[src/design/mgtrs_pkg.sv]
// Shared types and constants for the guarded UART transmit ring scheduler.
// No dependencies; imported by every module of the block.
`default_nettype none
package mgtrs_pkg;

    localparam int BUF_DEPTH_DEF = 512;
    localparam int MSG_SLOTS_DEF = 16;

    localparam int MSG_LEN_W  = 9;
    localparam int BYTE_W     = 8;
    localparam int WM_W       = 9;
    localparam int GT_W       = 10;
    localparam int PEND_W     = 5;
    localparam int CFG_IDX_W  = 1;
    localparam int CFG_DATA_W = 10;

    typedef enum logic [2:0] {
        OP_BEGIN = 3'd0,
        OP_BYTE  = 3'd1,
        OP_TICK  = 3'd2,
        OP_CHUNK = 3'd3,
        OP_READ  = 3'd4
    } t_opcode;

    typedef enum logic [1:0] {
        KIND_NONE    = 2'd0,
        KIND_TELEM   = 2'd1,
        KIND_MODBUS  = 2'd2,
        KIND_REFUSED = 2'd3
    } t_kind;

    localparam logic [CFG_IDX_W-1:0] CFG_WATERMARK = 1'b0;
    localparam logic [CFG_IDX_W-1:0] CFG_GUARD     = 1'b1;

    localparam logic [WM_W-1:0]   WM_RESET = 9'd384;
    localparam logic [GT_W-1:0]   GT_RESET = 10'd4;
    localparam logic [PEND_W-1:0] PEND_MAX = 5'd31;

endpackage
`default_nettype wire

[src/design/mgtrs_ring.sv]
// Byte ring storage: one write port, one read port, registered read data.
// Depends on mgtrs_pkg for the default depth and byte width.
`default_nettype none
module mgtrs_ring
    import mgtrs_pkg::*;
#(
    parameter int BUF_DEPTH = BUF_DEPTH_DEF,
    localparam int AW = $clog2(BUF_DEPTH)
) (
    input  wire logic              i_clk,
    input  wire logic              i_we,
    input  wire logic [AW-1:0]     i_waddr,
    input  wire logic [BYTE_W-1:0] i_wdata,
    input  wire logic [AW-1:0]     i_raddr,
    output logic      [BYTE_W-1:0] o_rdata
);

    logic [BYTE_W-1:0] r_mem [BUF_DEPTH];

    always_ff @(posedge i_clk) begin
        if (i_we) begin
            r_mem[i_waddr] <= i_wdata;
        end
        o_rdata <= r_mem[i_raddr];
    end

endmodule
`default_nettype wire

[config.mk]
export PLATFORM = sky130hd
export DESIGN_NAME = mgtrs_ring
export DESIGN_NICKNAME = d
export VERILOG_FILES = /design/src/design/mgtrs_pkg.sv /design/src/design/mgtrs_ring.sv
export SDC_FILE = /design/constraint.sdc
export NUM_CORES = 2
export LEC_CHECK = 0
export BUFFER_PORTS_ARGS = -buffer_cell sky130_fd_sc_hd__buf_2
export CAP_MARGIN = 20
export CORE_MARGIN = 3
export CORE_UTILIZATION = 50
export DETAILED_ROUTE_END_ITERATION = 16
export HOLD_SLACK_MARGIN = 0.08
export PLACE_DENSITY = 0.69
export REMOVE_ABC_BUFFERS = 1
export SYNTH_ARGS = -nofsm -noshare
export SYNTH_HDL_FRONTEND = slang
export SYNTH_SLANG_ARGS = --single-unit
[constraint.sdc]
create_clock -name i_clk -period 2.5 [get_ports i_clk]
set_input_delay 0.125 -clock i_clk [delete_from_list [all_inputs] [get_ports i_clk]]
set_output_delay 0.125 -clock i_clk [all_outputs]
set_load 0.03 [all_outputs]
==> summary.md <==
| Metric | Value |
|---|---|
| Synth top area cells | edfxtp_1, mux4_2, mux2i_1 |
| Reg2Reg Depth | 10 |
| Post-route setup TNS | -0.1695 ns |
| Pwr dens | roughly 760 mW/mm^2 |
| Synth Cell Area | around 0.16 sq mm |
| H-tree levels | 5 |
| Post-layout min period | ~2.6 ns |
| Adder-cell share of the synthesized area | 0% |
| R2r endpoint | o_rdata[5] |
| Max-slew violation count | 0 |
| Residual DRC | 0 |
| Initial detailed-routing violation count | 11.80k |
| Global route hottest layer | met2 |
| Setup crit start kind | flop |
| EDFF count, synth | ~4k |
| Routed WL per cell | 30.78 microns |
| Final #Nets | 9,502 |
| Met2 usage | 41.09% |
| Endpoint class of the critical path | flop |
| Least-Margin Pin Slew | 1.124 ns |
| Setup violations, final | 4 |
| Buffers on Ports | 35 |
| First-pass GRT wire length | 621,400 microns |
| Worst setup path startpoint | r_mem[91][5] |
| Crit Path Max Fanout | 2 |
| Commonest cells after routing, fill and taps aside | edfxtp_1, buf_4, mux2i_1 |
| GR Util All Layers | 26.18% |
| Final hold violations | 0 |
| Clk slew on worst S/H paths | approximately 0.06 ns |
| CP max-delay cell | nor4_1 |
| Commonest non-fill, non-tap cell in the layout | edfxtp_1 |
| Die area | 0.3267 sq mm |
| Fmax | 382.8 MHz |
| Final ANT Viol Nets | 0 |
| Remaining Overflow, GRT | 0 |
| Vias in the first global route | roughly 90k |
| RSZ-0062 raised after global routing | true |
| Num CTS Buffers | 399 |
| Area of the core | between 0.3 and 0.4 sq mm |
| Met1 usage in global routing | 36.63% |
| Row Count | 207 |
| Sequential-to-total area share from yosys stat | between 70% and 80% |
| Area share of and/or/nand/nor cells after synthesis | 2.631% |
| Library cells used by synthesis | 51 |
| Die Span Y | around 570 microns |
| Hold/Removal Path Class | in2reg |
| First drt pass iteration count | 6 |
| Yosys warns | 0 |
| #FFs+latches synth | between 4k and 5k |
| Worst-case clock buffer depth | 4 |
| Reg2reg start | r_mem[91][5] |
| Crit Path Category | reg2reg |
| Average size of a mapped cell | 19.92 sq um |
| Synth area leader | edfxtp_1 |
| P&R area growth vs syn | 18.48% |
| Top_reg_cell synth | edfxtp_1 |
| Crit path DAT | between 3 and 4 ns |
| Post-DP HPWL | 278,200 microns |
| CP dominant cell by count | buf_4 |
| DRT Wirelength | 430,700 microns |
| Synth Area in Compound Gates | 4.313% |
| Routability cong. | a little over 0.9 |
| Largest family of logic cells by synthesized area | multiplexers |
| Max-slew headroom | between 20 and 25% |
| DR vias/cell | about 6.3 |
| Antenna violations before repair | 19 |
| Final WS setup | -0.1121 ns |
| Flop2flop setup slack | -0.11 ns |
| Max Cap Viol | 0 |
| Period utilisation layout | 104.5% |
| Status | finished with violations |
| Crit path largest cell delay | 0.50 ns |
| Failing checks | setup timing |
| Routing usage on met3 | slightly below 5% |
| Post-synth ARST share | 0% |
| Ratio of cells with drive above 1 in the final layout | 29.12% |
| Synth Area in XOR/XNOR | 0% |
| Crit path capture | o_rdata[5] |
| Clock sink count | 4,104 |
| Maximum VDD drop | 0.6861 mV |
| Post-synthesis instance total | 8,030 |
| Filler Cells Inserted | 22.22k |
| Synth top area share | 76.91% |
| Setup WS pre-CTS | -1.515 ns |
| Via count | 88.00k |
| Worst skew pair latency | 0.98 ns |
| CP Cell Sequence | mux2i_1 > o221ai_1 > o31ai_1 > buf_4 > nor4_1 > nand4_1 > buf_12 > o21ai_0 > buf_4 > o2111a_1 |
| Critical Path RT | approximately 3.4 ns |
| I/O pin count | 36 |
| CTS tree | built |
| Worst Skew | 0.06973 ns |
| Starting density of the core | between 50 and 60% |
| Root Buffer | clkbuf_16 |
| Largest net degree at the start of global routing | 129 |
| Leakage power | 0.06317 uW |
| Die W | 571.6 microns |
| Post-synthesis mux area share | around 14% |
-- critical path, delay by kind of cell, from the launching register on --
kind	cells	cell delay, ns
compound gates	4	0.77
mux	1	0.06
flops	1	0.32
simple gates	2	0.83
buf+inv	3	0.55
-- power breakdown --
group / total (uW) / internal, uW / switching [uW] / leakage (uW)
clock: 59400 / 33600 / 25700 / 0.00630
sequential: 75900 / 75800 / 109 / 0.0369
combinational: 8090 / 3060 / 5030 / 0.0200
-- layer usage --
layer	routed length, microns	vias up
li1	-	36320
met1	164000	45510
met2	204100	5298
met3	43870	870
met4	18800	4
met5	20	-
-- worst min path at each step --
stage                          start            end  slack [ns]  cells after the start
after detailed placement  i_wdata[1]  r_mem[127][1]        0.52                      1
after global routing      i_waddr[5]  r_mem[142][6]        0.15                      6
final                     i_waddr[2]  r_mem[472][4]        0.16                      5
after CTS                 i_waddr[5]  r_mem[142][6]         0.1                      6
after floorplan           i_wdata[0]    r_mem[0][0]        0.22                      0
after global placement    i_wdata[1]  r_mem[127][1]        0.53                      1
-- sequential cells by signal, summed over array words and instances, names as in the netlist --
name	flops
o_rdata	8
r_mem	4096
-- stage by stage --
stage,hold slack (ns),power (uW),cell area (sq um),util [%],instances
after floorplan,0.2239,79960,157000,-,7517
after global placement,0.5279,85100,176000,55.35,13230
after detailed placement,0.5163,85260,176100,55.36,13240
after CTS,0.09669,143900,189300,59.52,13980
after global routing,0.1530,147100,189500,59.57,13990
final,0.1618,143300,189500,59.58,13990
-- synth_stat cells, types with 4 or more instances --
master and count:
nor3b_1 8, buf_8 11, a22oi_1 61, o31ai_1 13, nand2_1 111, o221ai_1 371, and2_1 20, nor4_1 36
mux2i_1 797, and3b_1 4, mux4_2 654, o21ai_0 118, nand2b_1 4, o22ai_1 163, or2_2 4, buf_4 70
o41ai_1 7, nand4_1 32, buf_1 41, buf_6 64, buf_2 57, nor3_1 109, dfxtp_1 8, and3_1 4
nand3_1 36, clkbuf_1 265, nor2b_1 6, buf_12 5, edfxtp_1 4096, a211oi_1 17, a22o_1 5, or3_1 6
o2111a_1 8, a21oi_1 194, o311ai_0 5, nor2_1 597
-- cell families (layout without fill, tap and decap cells) --
kind of cell,Yosys count,in the layout
DFF,4104,4104
muxes,1451,1451
buffers and inverters,516,2290
and+or+nand+nor,980,980
other,0,10
AOI/OAI and AO/OA,979,979
-- layout make-up --
type | count | area (sq um) | share of cell area, %
Timing Repair Buffer | 1556 | 13860 | 7.316
Sequential cell | 4104 | 123200 | 65.00
Antenna cell | 10 | 25.02 | 0.01321
Inverter | 3 | 18.77 | 0.009905
Multi-Input combinational cell | 3410 | 34280 | 18.09
Clock inverter | 241 | 2399 | 1.266
Tap cell | 4180 | 5230 | 2.760
Clock buffer | 490 | 10500 | 5.543
-- what timing repair did --
item                                    CTS  global route
setup buffers                             4             0
endpoints found under the hold margin  3746             0
cloned                                    0             1
hold buffers                             10             0
resized for setup                        44            26
pin swaps                                16            12
setup endpoints to repair                 8             8
No activity file was read; power rests on OpenSTA's default activity.
