--- config.mk ---
export PLATFORM = sky130hd
export DESIGN_NAME = mgtrs_desc
export DESIGN_NICKNAME = d
export VERILOG_FILES = /design/src/design/mgtrs_pkg.sv /design/src/design/mgtrs_desc.sv
export SDC_FILE = /design/constraint.sdc
export NUM_CORES = 1
export LEC_CHECK = 0
export BUFFER_PORTS_ARGS = -buffer_cell sky130_fd_sc_hd__buf_2
export CAP_MARGIN = 10
export CELL_PAD_IN_SITES_DETAIL_PLACEMENT = 1
export CELL_PAD_IN_SITES_GLOBAL_PLACEMENT = 2
export CORE_ASPECT_RATIO = 0.8
export CORE_MARGIN = 4
export CORE_UTILIZATION = 30
export CTS_BUF_LIST = sky130_fd_sc_hd__clkbuf_16
export CTS_CLUSTER_SIZE = 25
export DETAILED_ROUTE_END_ITERATION = 7
export MAX_ROUTING_LAYER = met4
export PLACE_DENSITY_LB_ADDON = 0.1
export SYNTH_ARGS = -nofsm -noshare
export SYNTH_HDL_FRONTEND = slang
export SYNTH_SLANG_ARGS = --single-unit
--- constraint.sdc ---
create_clock -name i_clk -period 2.3 [get_ports i_clk]
set_clock_uncertainty 0.15 [all_clocks]
set_input_delay 0.46 -clock i_clk [delete_from_list [all_inputs] [get_ports i_clk]]
set_output_delay 0.46 -clock i_clk [all_outputs]
set_load 0.05 [all_outputs]
--- src/design/mgtrs_pkg.sv ---
// Shared types and constants for the guarded UART transmit ring scheduler.
// No dependencies; imported by every module of the block.
`default_nettype none
package mgtrs_pkg;

    localparam int BUF_DEPTH_DEF = 512;
    localparam int MSG_SLOTS_DEF = 16;

    localparam int MSG_LEN_W  = 9;
    localparam int BYTE_W     = 8;
    localparam int WM_W       = 9;
    localparam int GT_W       = 10;
    localparam int PEND_W     = 5;
    localparam int CFG_IDX_W  = 1;
    localparam int CFG_DATA_W = 10;

    typedef enum logic [2:0] {
        OP_BEGIN = 3'd0,
        OP_BYTE  = 3'd1,
        OP_TICK  = 3'd2,
        OP_CHUNK = 3'd3,
        OP_READ  = 3'd4
    } t_opcode;

    typedef enum logic [1:0] {
        KIND_NONE    = 2'd0,
        KIND_TELEM   = 2'd1,
        KIND_MODBUS  = 2'd2,
        KIND_REFUSED = 2'd3
    } t_kind;

    localparam logic [CFG_IDX_W-1:0] CFG_WATERMARK = 1'b0;
    localparam logic [CFG_IDX_W-1:0] CFG_GUARD     = 1'b1;

    localparam logic [WM_W-1:0]   WM_RESET = 9'd384;
    localparam logic [GT_W-1:0]   GT_RESET = 10'd4;
    localparam logic [PEND_W-1:0] PEND_MAX = 5'd31;

endpackage
`default_nettype wire

--- src/design/mgtrs_desc.sv ---
// Message descriptor store: length and Modbus flag per slot, registered read.
// Depends on mgtrs_pkg for the default slot count.
`default_nettype none
module mgtrs_desc
    import mgtrs_pkg::*;
#(
    parameter int MSG_SLOTS = MSG_SLOTS_DEF,
    parameter int LEN_W     = $clog2(BUF_DEPTH_DEF),
    localparam int DW = $clog2(MSG_SLOTS)
) (
    input  wire logic             i_clk,
    input  wire logic             i_we,
    input  wire logic [DW-1:0]    i_waddr,
    input  wire logic [LEN_W-1:0] i_wlen,
    input  wire logic             i_wmb,
    input  wire logic [DW-1:0]    i_raddr,
    output logic      [LEN_W-1:0] o_rlen,
    output logic                  o_rmb
);

    logic [LEN_W:0] r_mem [MSG_SLOTS];

    always_ff @(posedge i_clk) begin
        if (i_we) begin
            r_mem[i_waddr] <= {i_wmb, i_wlen};
        end
        {o_rmb, o_rlen} <= r_mem[i_raddr];
    end

endmodule
`default_nettype wire
==> parameters.txt, run 1 <==
Parameter                              Value

Worst setup path
  Start-to-end type of the worst setup path ... primary input to register
  Slowest Stage Delay on Critical Path ... 0.58 ns
  Worst path arrival time ... 1.94 ns
  Slowest cell on the critical path ... mux4_1
  Data required time of the critical path ... 2.44 ns
  FF-to-FF setup slack ... 0.65 ns
  Category of the worst setup path capture point ... register
  Top delay family on crit path ... multiplexers
  Critical path launch point type ... primary input
  Cells traversed along the worst timing path ... buf_2 -> buf_12 -> mux4_1 -> a22oi_1 -> nand2_1
  Buffering stage count on the worst path with inverters included ... 2
  Largest fanout on the critical path ... 19

Power
  Standby leakage power ... 0.002558 µW
  IR drop worst, VDD ... 0.0003965 V
  Power density normalized to cell area ... 880.6 nW/µm²

Yosys
  Area of the mapped netlist ... 6354 µm²
  Synthesized area per cell ... 22.77 µm²
  Post-synthesis sequential element count ... 170
  Dominant combinational cell family by area after synthesis ... multiplexers
  Library cell with the highest instance count after synthesis ... edfxtp_1
  Arithmetic-cell share of the synthesized area counting full adders, half adders and majority gates ... 0
  Post-synth net total ... 299
  Synthesized-area fraction occupied by xor and xnor cells ... 0
  Top cell types by occurrence after synthesis ... 160 x edfxtp_1, 28 x mux4_2, 20 x a22oi_1, 13 x nor2_1, 12 x mux4_1
  Synth Area in Compound Gates ... 0.02363
  Most area-hungry cell type in the Yosys netlist ... edfxtp_1
  Async S/R FF share, synth ... 0
  Number of distinct standard cells referenced by the synthesized netlist ... 19
  Post-synth EDFFs ... 160
  Mux contribution to synthesized area ... 0.1489
  Main synth FF type ... edfxtp_1
  Simple logic cell fraction of the synthesized area ... 0.02678
  Portion of synthesized cell area occupied by the leading cell type ... 0.7562
  Post-Synthesis Cells ... 279
  Synthesis Warnings ... 0
  Sequential cell area fraction in the yosys report ... 0.7877
  Leading post-synthesis cells by cell area ... edfxtp_1 76%, mux4_2 9.9%, mux4_1 5.0%

Run
  Max capacitance violation total ... 0

Place
  Gpl congestion ... 0.7077
  Area post-placement ... 7053 µm²
  Port buffer count ... 29
  DPL Wire Length ... 10090 µm

Global route
  Total routing resource utilization after global routing ... 0.1424
  First-pass GRT wire length ... 22740 µm
  Vias in the first global route ... 3268
  Grt total ovfl ... 0
  Maximum number of pins on one net before global-route repair ... 20
  Number of antenna violations at the first check in global routing ... 0

Layout
  Final cell area excluding filler cells ... 7642 µm²
  Layout cell share with drive strength beyond 1 ... 0.3398
  Fillcell total ... 2026
  Net count of the finished layout ... 369
  Area growth syn-to-layout ... 20.28%
  Fraction of the core area covered by cells at the end of the flow ... 0.3682

Drt
  Number of remaining DRC errors ... 0
  Number of search-and-repair iterations in the first detailed-routing pass ... 4
  Number of vias in the routed layout ... 3019
  Met1 Routed Length ... 7881 µm
  Average wire length per cell after detail routing ... 24.40 µm
  Post-Route WL ... 15420 µm
  Detailed Route Iter0 Violations ... 266
  Vias per cell ... 4.777
  Topmost layer with routed signal wires ... met4
  Antenna-violating nets left ... 0
  Met2 wire len ... 6927 µm
  Met3 wirelength from detailed routing ... 405 µm

Floorplan
  Number of placed I/O pins ... 30
  Die outline area ... 23590 µm²
  Initial standard-cell utilization of the core ... 0.3061
  Die Span Y ... 138.2 µm
  Width of the die ... 170.7 µm
  Placement row count ... 47
  Floorplan core area ... 20760 µm²

STA
  Final Max Slew Viols ... 0
  Tightest slew margin relative to the limit ... 0.5287
  Transition at the pin with the smallest max-transition slack ... 0.7056 ns
  Final clock period utilization by the worst path ... 0.7828
  Total Negative Setup Slacks ... 0 ns
  Number of setup violations in the final report ... 0
  Max Fclk ... 555.4 MHz
  Final-report hold violation count ... 0
  Min cycle time layout ... 1.800 ns
  Unrepaired setup endpoints after global routing ... false

Clock tree
  TritonCTS buffer count ... 17
  Clock transition time at the flip-flop clock pins of the worst setup and hold paths ... 0.06 ns
  CTS tree ... built
  Worst-skew pair later-pin latency ... 0.42 ns
  Clock root cell ... clkbuf_16
  Cells resized by post-CTS repair ... 0
  Maximum clock insertion buffer count ... 2
  Clock tree sinks ... 170
  Setup fix buffers added after clock tree synthesis ... 0
  CTS HTree Levels ... 4
  Number of hold buffers added after CTS ... 0

Hold path
  Hold WC Path Type ... primary input to register

Outcome
  Outcome ... finished clean
-- registers in the layout (all words and copies together), names as in the netlist --
signal / count
o_rmb: 1
r_mem: 160
o_rlen: 9
-- where the power goes --
group,internal (µW),switching (µW),leakage [µW]
sequential,3460,19.2,0.00153
clock,1690,1140,0.000294
combinational,145,277,0.000735
-- cells in the final DEF, fill, tap and decap left out, types with 2 or more instances in the layout --
| cell type | n |
|---|---|
| clkbuf_16 | 17 |
| buf_4 | 32 |
| nand2_1 | 11 |
| buf_2 | 29 |
| edfxtp_1 | 160 |
| nand2b_1 | 2 |
| a22oi_1 | 20 |
| nor2_1 | 13 |
| buf_12 | 2 |
| clkinv_4 | 3 |
| nor2b_1 | 2 |
| mux4_1 | 12 |
| nor3_2 | 4 |
| clkinvlp_4 | 2 |
| bufinv_16 | 3 |
| nand3b_1 | 2 |
| mux4_2 | 28 |
| clkinv_2 | 3 |
| inv_1 | 3 |
| dfxtp_1 | 10 |
-- final timing paths --
kind                              startpoint            to  cells after the start
worst max register to register   r_mem[9][0]     o_rlen[0]                      3
worst max-delay path              i_raddr[0]     o_rlen[0]                      5
worst min-delay path               i_wlen[4]  r_mem[12][4]                      1
worst min register to register  r_mem[11][6]     o_rlen[6]                      3
-- through the flow --
step	power, µW	std cells	setup slack (ns)	hold WS, ns
2_1_floorplan	3788	279	0.1310	0.4089
3_3_place_gp	3974	599	0.07614	0.5119
3_5_place_dp	3981	599	0.06526	0.5179
4_1_cts	6823	631	0.5206	0.2592
5_1_grt	6981	631	0.4310	0.2766
6_report	6730	632	0.4995	0.2727
-- layout make-up --
type / instances / area [µm²] / share of cell area
clock buffer: 17 / 425.4 / 0.05566
multi-input combinational: 97 / 1286 / 0.1683
timing repair buffer: 63 / 425.4 / 0.05566
sequential: 170 / 5005 / 0.6549
clock inverter: 15 / 161.4 / 0.02112
antenna: 1 / 2.502 / 0.0003274
tap: 269 / 336.6 / 0.04404
-- kinds of logic after synthesis --
family | Yosys count
buffers and inverters | 12
AND/OR/NAND/NOR | 37
multiplexers | 40
flip-flops | 170
AO/OA/AOI/OAI | 20
-- worst reg2reg max path: cells and delay by family (launching register included) --
family          cells  cell delay (ns)
mux                 1             0.51
compound gates      1             0.43
flops               1             0.35
simple gates        1             0.09
-- metal layers --
layer  global-route usage  up-vias
li1                     -     1330
met1               0.2112     1622
met2               0.1978       49
met3              0.02825       18
met4              0.04538        0
met5                    -        -
Power figures use the tool's default switching activity.
==> run 2, diff against run 1 <==
==> constraint.sdc (replaced) <==
create_clock -name i_clk -period 1.61 [get_ports i_clk]
set_clock_uncertainty 0.15 [all_clocks]
set_input_delay 0.322 -clock i_clk [delete_from_list [all_inputs] [get_ports i_clk]]
set_output_delay 0.322 -clock i_clk [all_outputs]
set_load 0.05 [all_outputs]
==> parameters.txt, run 2 (same netlist as run 1, synthesis figures left out) <==
Parameter                              Value

STA
  Final-report hold violation count ... 0 (unchanged)
  Number of setup violations in the final report ... 0 (unchanged)
  Max Fclk ... 647.0 MHz
  Total Negative Setup Slacks ... 0 ns (unchanged)
  Final Max Slew Viols ... 0 (unchanged)
  Hold_ws ... 0.1222 ns (was 0.2727 ns)
  Transition at the pin with the smallest max-transition slack ... 0.8273 ns (was 0.7056 ns)
  Final clock period utilization by the worst path ... 0.9600
  Min cycle time layout ... 1.546 ns
  Unrepaired setup endpoints after global routing ... false (unchanged)
  Tightest slew margin relative to the limit ... 0.4473 (was 0.5287)

Worst setup path
  Buffering stage count on the worst path with inverters included ... 1 (was 2)
  FF-to-FF setup slack ... 0.09 ns (was 0.65 ns)
  Origin of the critical flop-to-flop path ... r_mem[1][0] (was r_mem[9][0])
  Worst setup path startpoint ... o_rlen[8] (was i_raddr[0])
  Largest fanout on the critical path ... 1 (was 19)
  Cells traversed along the worst timing path ... buf_2 (was buf_2 -> buf_12 -> mux4_1 -> a22oi_1 -> nand2_1)
  Worst Setup EP ... o_rlen[8] (was o_rlen[0])
  Total stage count of the critical path ... 1 (was 5)
  Worst flop-to-flop path endpoint ... o_rlen[0] (unchanged)
  Worst path arrival time ... 1.07 ns (was 1.94 ns)
  Critical path launch point type ... register (was primary input)
  Data required time of the critical path ... 1.14 ns (was 2.44 ns)
  Start-to-end type of the worst setup path ... register to output pin (was primary input to register)
  Category of the worst setup path capture point ... output pin (was register)
  Top delay family on crit path ... flip-flops (was multiplexers)
  Slowest cell on the critical path ... dfxtp_1 (was mux4_1)
  Slowest Stage Delay on Critical Path ... 0.37 ns (was 0.58 ns)
  Worst-case reg-to-reg path depth ... 3 (unchanged)

Floorplan
  Number of placed I/O pins ... 30 (unchanged)
  Floorplan core area ... 20760 µm² (unchanged)
  Die Span Y ... 138.2 µm (unchanged)
  Width of the die ... 170.7 µm (unchanged)
  Placement row count ... 47 (unchanged)
  Initial standard-cell utilization of the core ... 0.3061 (unchanged)
  Die outline area ... 23590 µm² (unchanged)

Hold path
  Hold WC Path Type ... primary input to register (unchanged)

Global route
  Maximum number of pins on one net before global-route repair ... 19 (was 20)
  Total routing resource utilization after global routing ... 0.1423 (was 0.1424)
  Grt total ovfl ... 0 (unchanged)
  Vias in the first global route ... 3337 (was 3268)
  First-pass GRT wire length ... 22940 µm (was 22740 µm)
  Number of antenna violations at the first check in global routing ... 0 (unchanged)

Layout
  Fraction of the core area covered by cells at the end of the flow ... 0.3812 (was 0.3682)
  Cell Count, Final, Fillers Out ... 641 (was 632)
  Most common cell after layout, fill and taps aside ... edfxtp_1 (unchanged)
  Net count of the finished layout ... 379 (was 369)
  Diodes inserted ... 0 (was 1)
  Layout cell share with drive strength beyond 1 ... 0.3737 (was 0.3398)
  Area growth syn-to-layout ... 24.54% (was 20.28%)
  Flip-flop count of the largest register after layout ... 160 (unchanged)
  Register with the most flip-flops ... r_mem (unchanged)
  Most used cells in the layout excluding fill and tap cells ... 160 x edfxtp_1, 29 x mux4_2, 28 x buf_2, 28 x buf_4, 19 x a22oi_1 (was 160 x edfxtp_1, 32 x buf_4, 29 x buf_2)

Clock tree
  CTS tree ... built (unchanged)
  Clock transition time at the flip-flop clock pins of the worst setup and hold paths ... 0.07 ns (was 0.06 ns)
  Clock root cell ... clkbuf_16 (unchanged)
  TritonCTS buffer count ... 17 (unchanged)
  Worst-skew pair later-pin latency ... 0.43 ns (was 0.42 ns)
  CTS HTree Levels ... 4 (unchanged)
  Maximum clock insertion buffer count ... 2 (unchanged)
  Clock tree sinks ... 170 (unchanged)
  Number of hold buffers added after CTS ... 0 (unchanged)

Outcome
  Outcome ... finished clean (unchanged)

Drt
  Vias per cell ... 4.727 (was 4.777)
  Antenna-violating nets left ... 0 (unchanged)
  Number of vias in the routed layout ... 3030 (was 3019)
  Met1 Routed Length ... 7331 µm (was 7881 µm)
  Detailed Route Iter0 Violations ... 178 (was 266)
  Number of search-and-repair iterations in the first detailed-routing pass ... 4 (unchanged)
  Topmost layer with routed signal wires ... met4 (unchanged)
  Average wire length per cell after detail routing ... 23.80 µm (was 24.40 µm)
  Number of remaining DRC errors ... 0 (unchanged)
  Post-Route WL ... 15260 µm (was 15420 µm)
  Met3 wirelength from detailed routing ... 449 µm (was 405 µm)
  Met2 wire len ... 7315 µm (was 6927 µm)

Place
  Gpl congestion ... 0.7074 (was 0.7077)
  Port buffer count ... 29 (unchanged)
  DPL Wire Length ... 10250 µm (was 10090 µm)
  Post-placement cell count ... 609 (was 599)

Run
  Max capacitance violation total ... 0 (unchanged)

Power
  Standby leakage power ... 0.002647 µW (was 0.002558 µW)
  IR drop worst, VDD ... 0.0005202 V (was 0.0003965 V)
  Power density normalized to cell area ... 1222 nW/µm² (was 880.6 nW/µm²)
==> run 2: changes by cell type in the layout (fill, tap and decap cells not counted), moves of 2 or more <==
cell | before | now
buf_12 | 2 | 17
buf_4 | 32 | 28
bufinv_16 | 3 | 1
clkinv_4 | 3 | 1
inv_1 | 3 | 0
inv_6 | 0 | 2
inv_8 | 0 | 5
==> run 2: how the worst min path moves through the flow <==
| stage | slack (ns) | cells after the start | end | startpoint |
|---|---|---|---|---|
| 5_1_grt | 0.11 | 1 | r_mem[2][3] | i_wlen[3] |
| 6_report | 0.12 | 1 | r_mem[6][8] | i_wlen[8] |
| 4_1_cts | 0.10 | 1 | r_mem[6][6] | i_wlen[6] |
| 3_3_place_gp | 0.51 | 3 | o_rlen[5] | r_mem[15][5] |
| 3_5_place_dp | 0.51 | 3 | o_rlen[5] | r_mem[15][5] |
| 2_1_floorplan | 0.27 | 0 | r_mem[0][0] | i_wlen[0] |
==> run 2: final cells by class <==
class | instances | area (µm²)
Clock buffer | 17 | 425.4
Sequential cell | 170 | 5005
Tap cell | 269 | 336.6
Fill cell | 2018 | 12850
Multi-Input combinational cell | 97 | 1294
Clock inverter | 15 | 161.4
Timing Repair Buffer | 73 | 690.7
==> run 2: power breakdown <==
| part | internal, µW | total, µW | switching (µW) | leakage, µW |
|---|---|---|---|---|
| Clock | 2200 | 4040 | 1840 | 0.000282 |
| Sequential | 4940 | 4980 | 34.3 | 0.00153 |
| Combinational | 258 | 649 | 390 | 0.000835 |
==> run 2: timing repair <==
item,in CTS,in global routing
buffers inserted,0,0
endpoints found under the hold margin,0,0
resized for setup,1,2
setup endpoints to repair,1,2
==> run 2: routing by layer <==
layer / up-vias / global-route usage
met5: - / -
met3: 14 / 0.03682
met2: 43 / 0.2126
met4: 0 / 0.03655
met1: 1621 / 0.1959
li1: 1352 / -
==> run 2: stage by stage <==
stage / instance area (µm²) / setup WS, ns / power (µW)
after floorplan: 6380 / -0.1696 / 5412
after global placement: 7322 / -0.3864 / 5732
after detailed placement: 7322 / -0.3882 / 5742
after CTS: 7911 / 0.02866 / 9819
after global routing: 7913 / 0.02230 / 10080
final: 7913 / 0.06444 / 9667
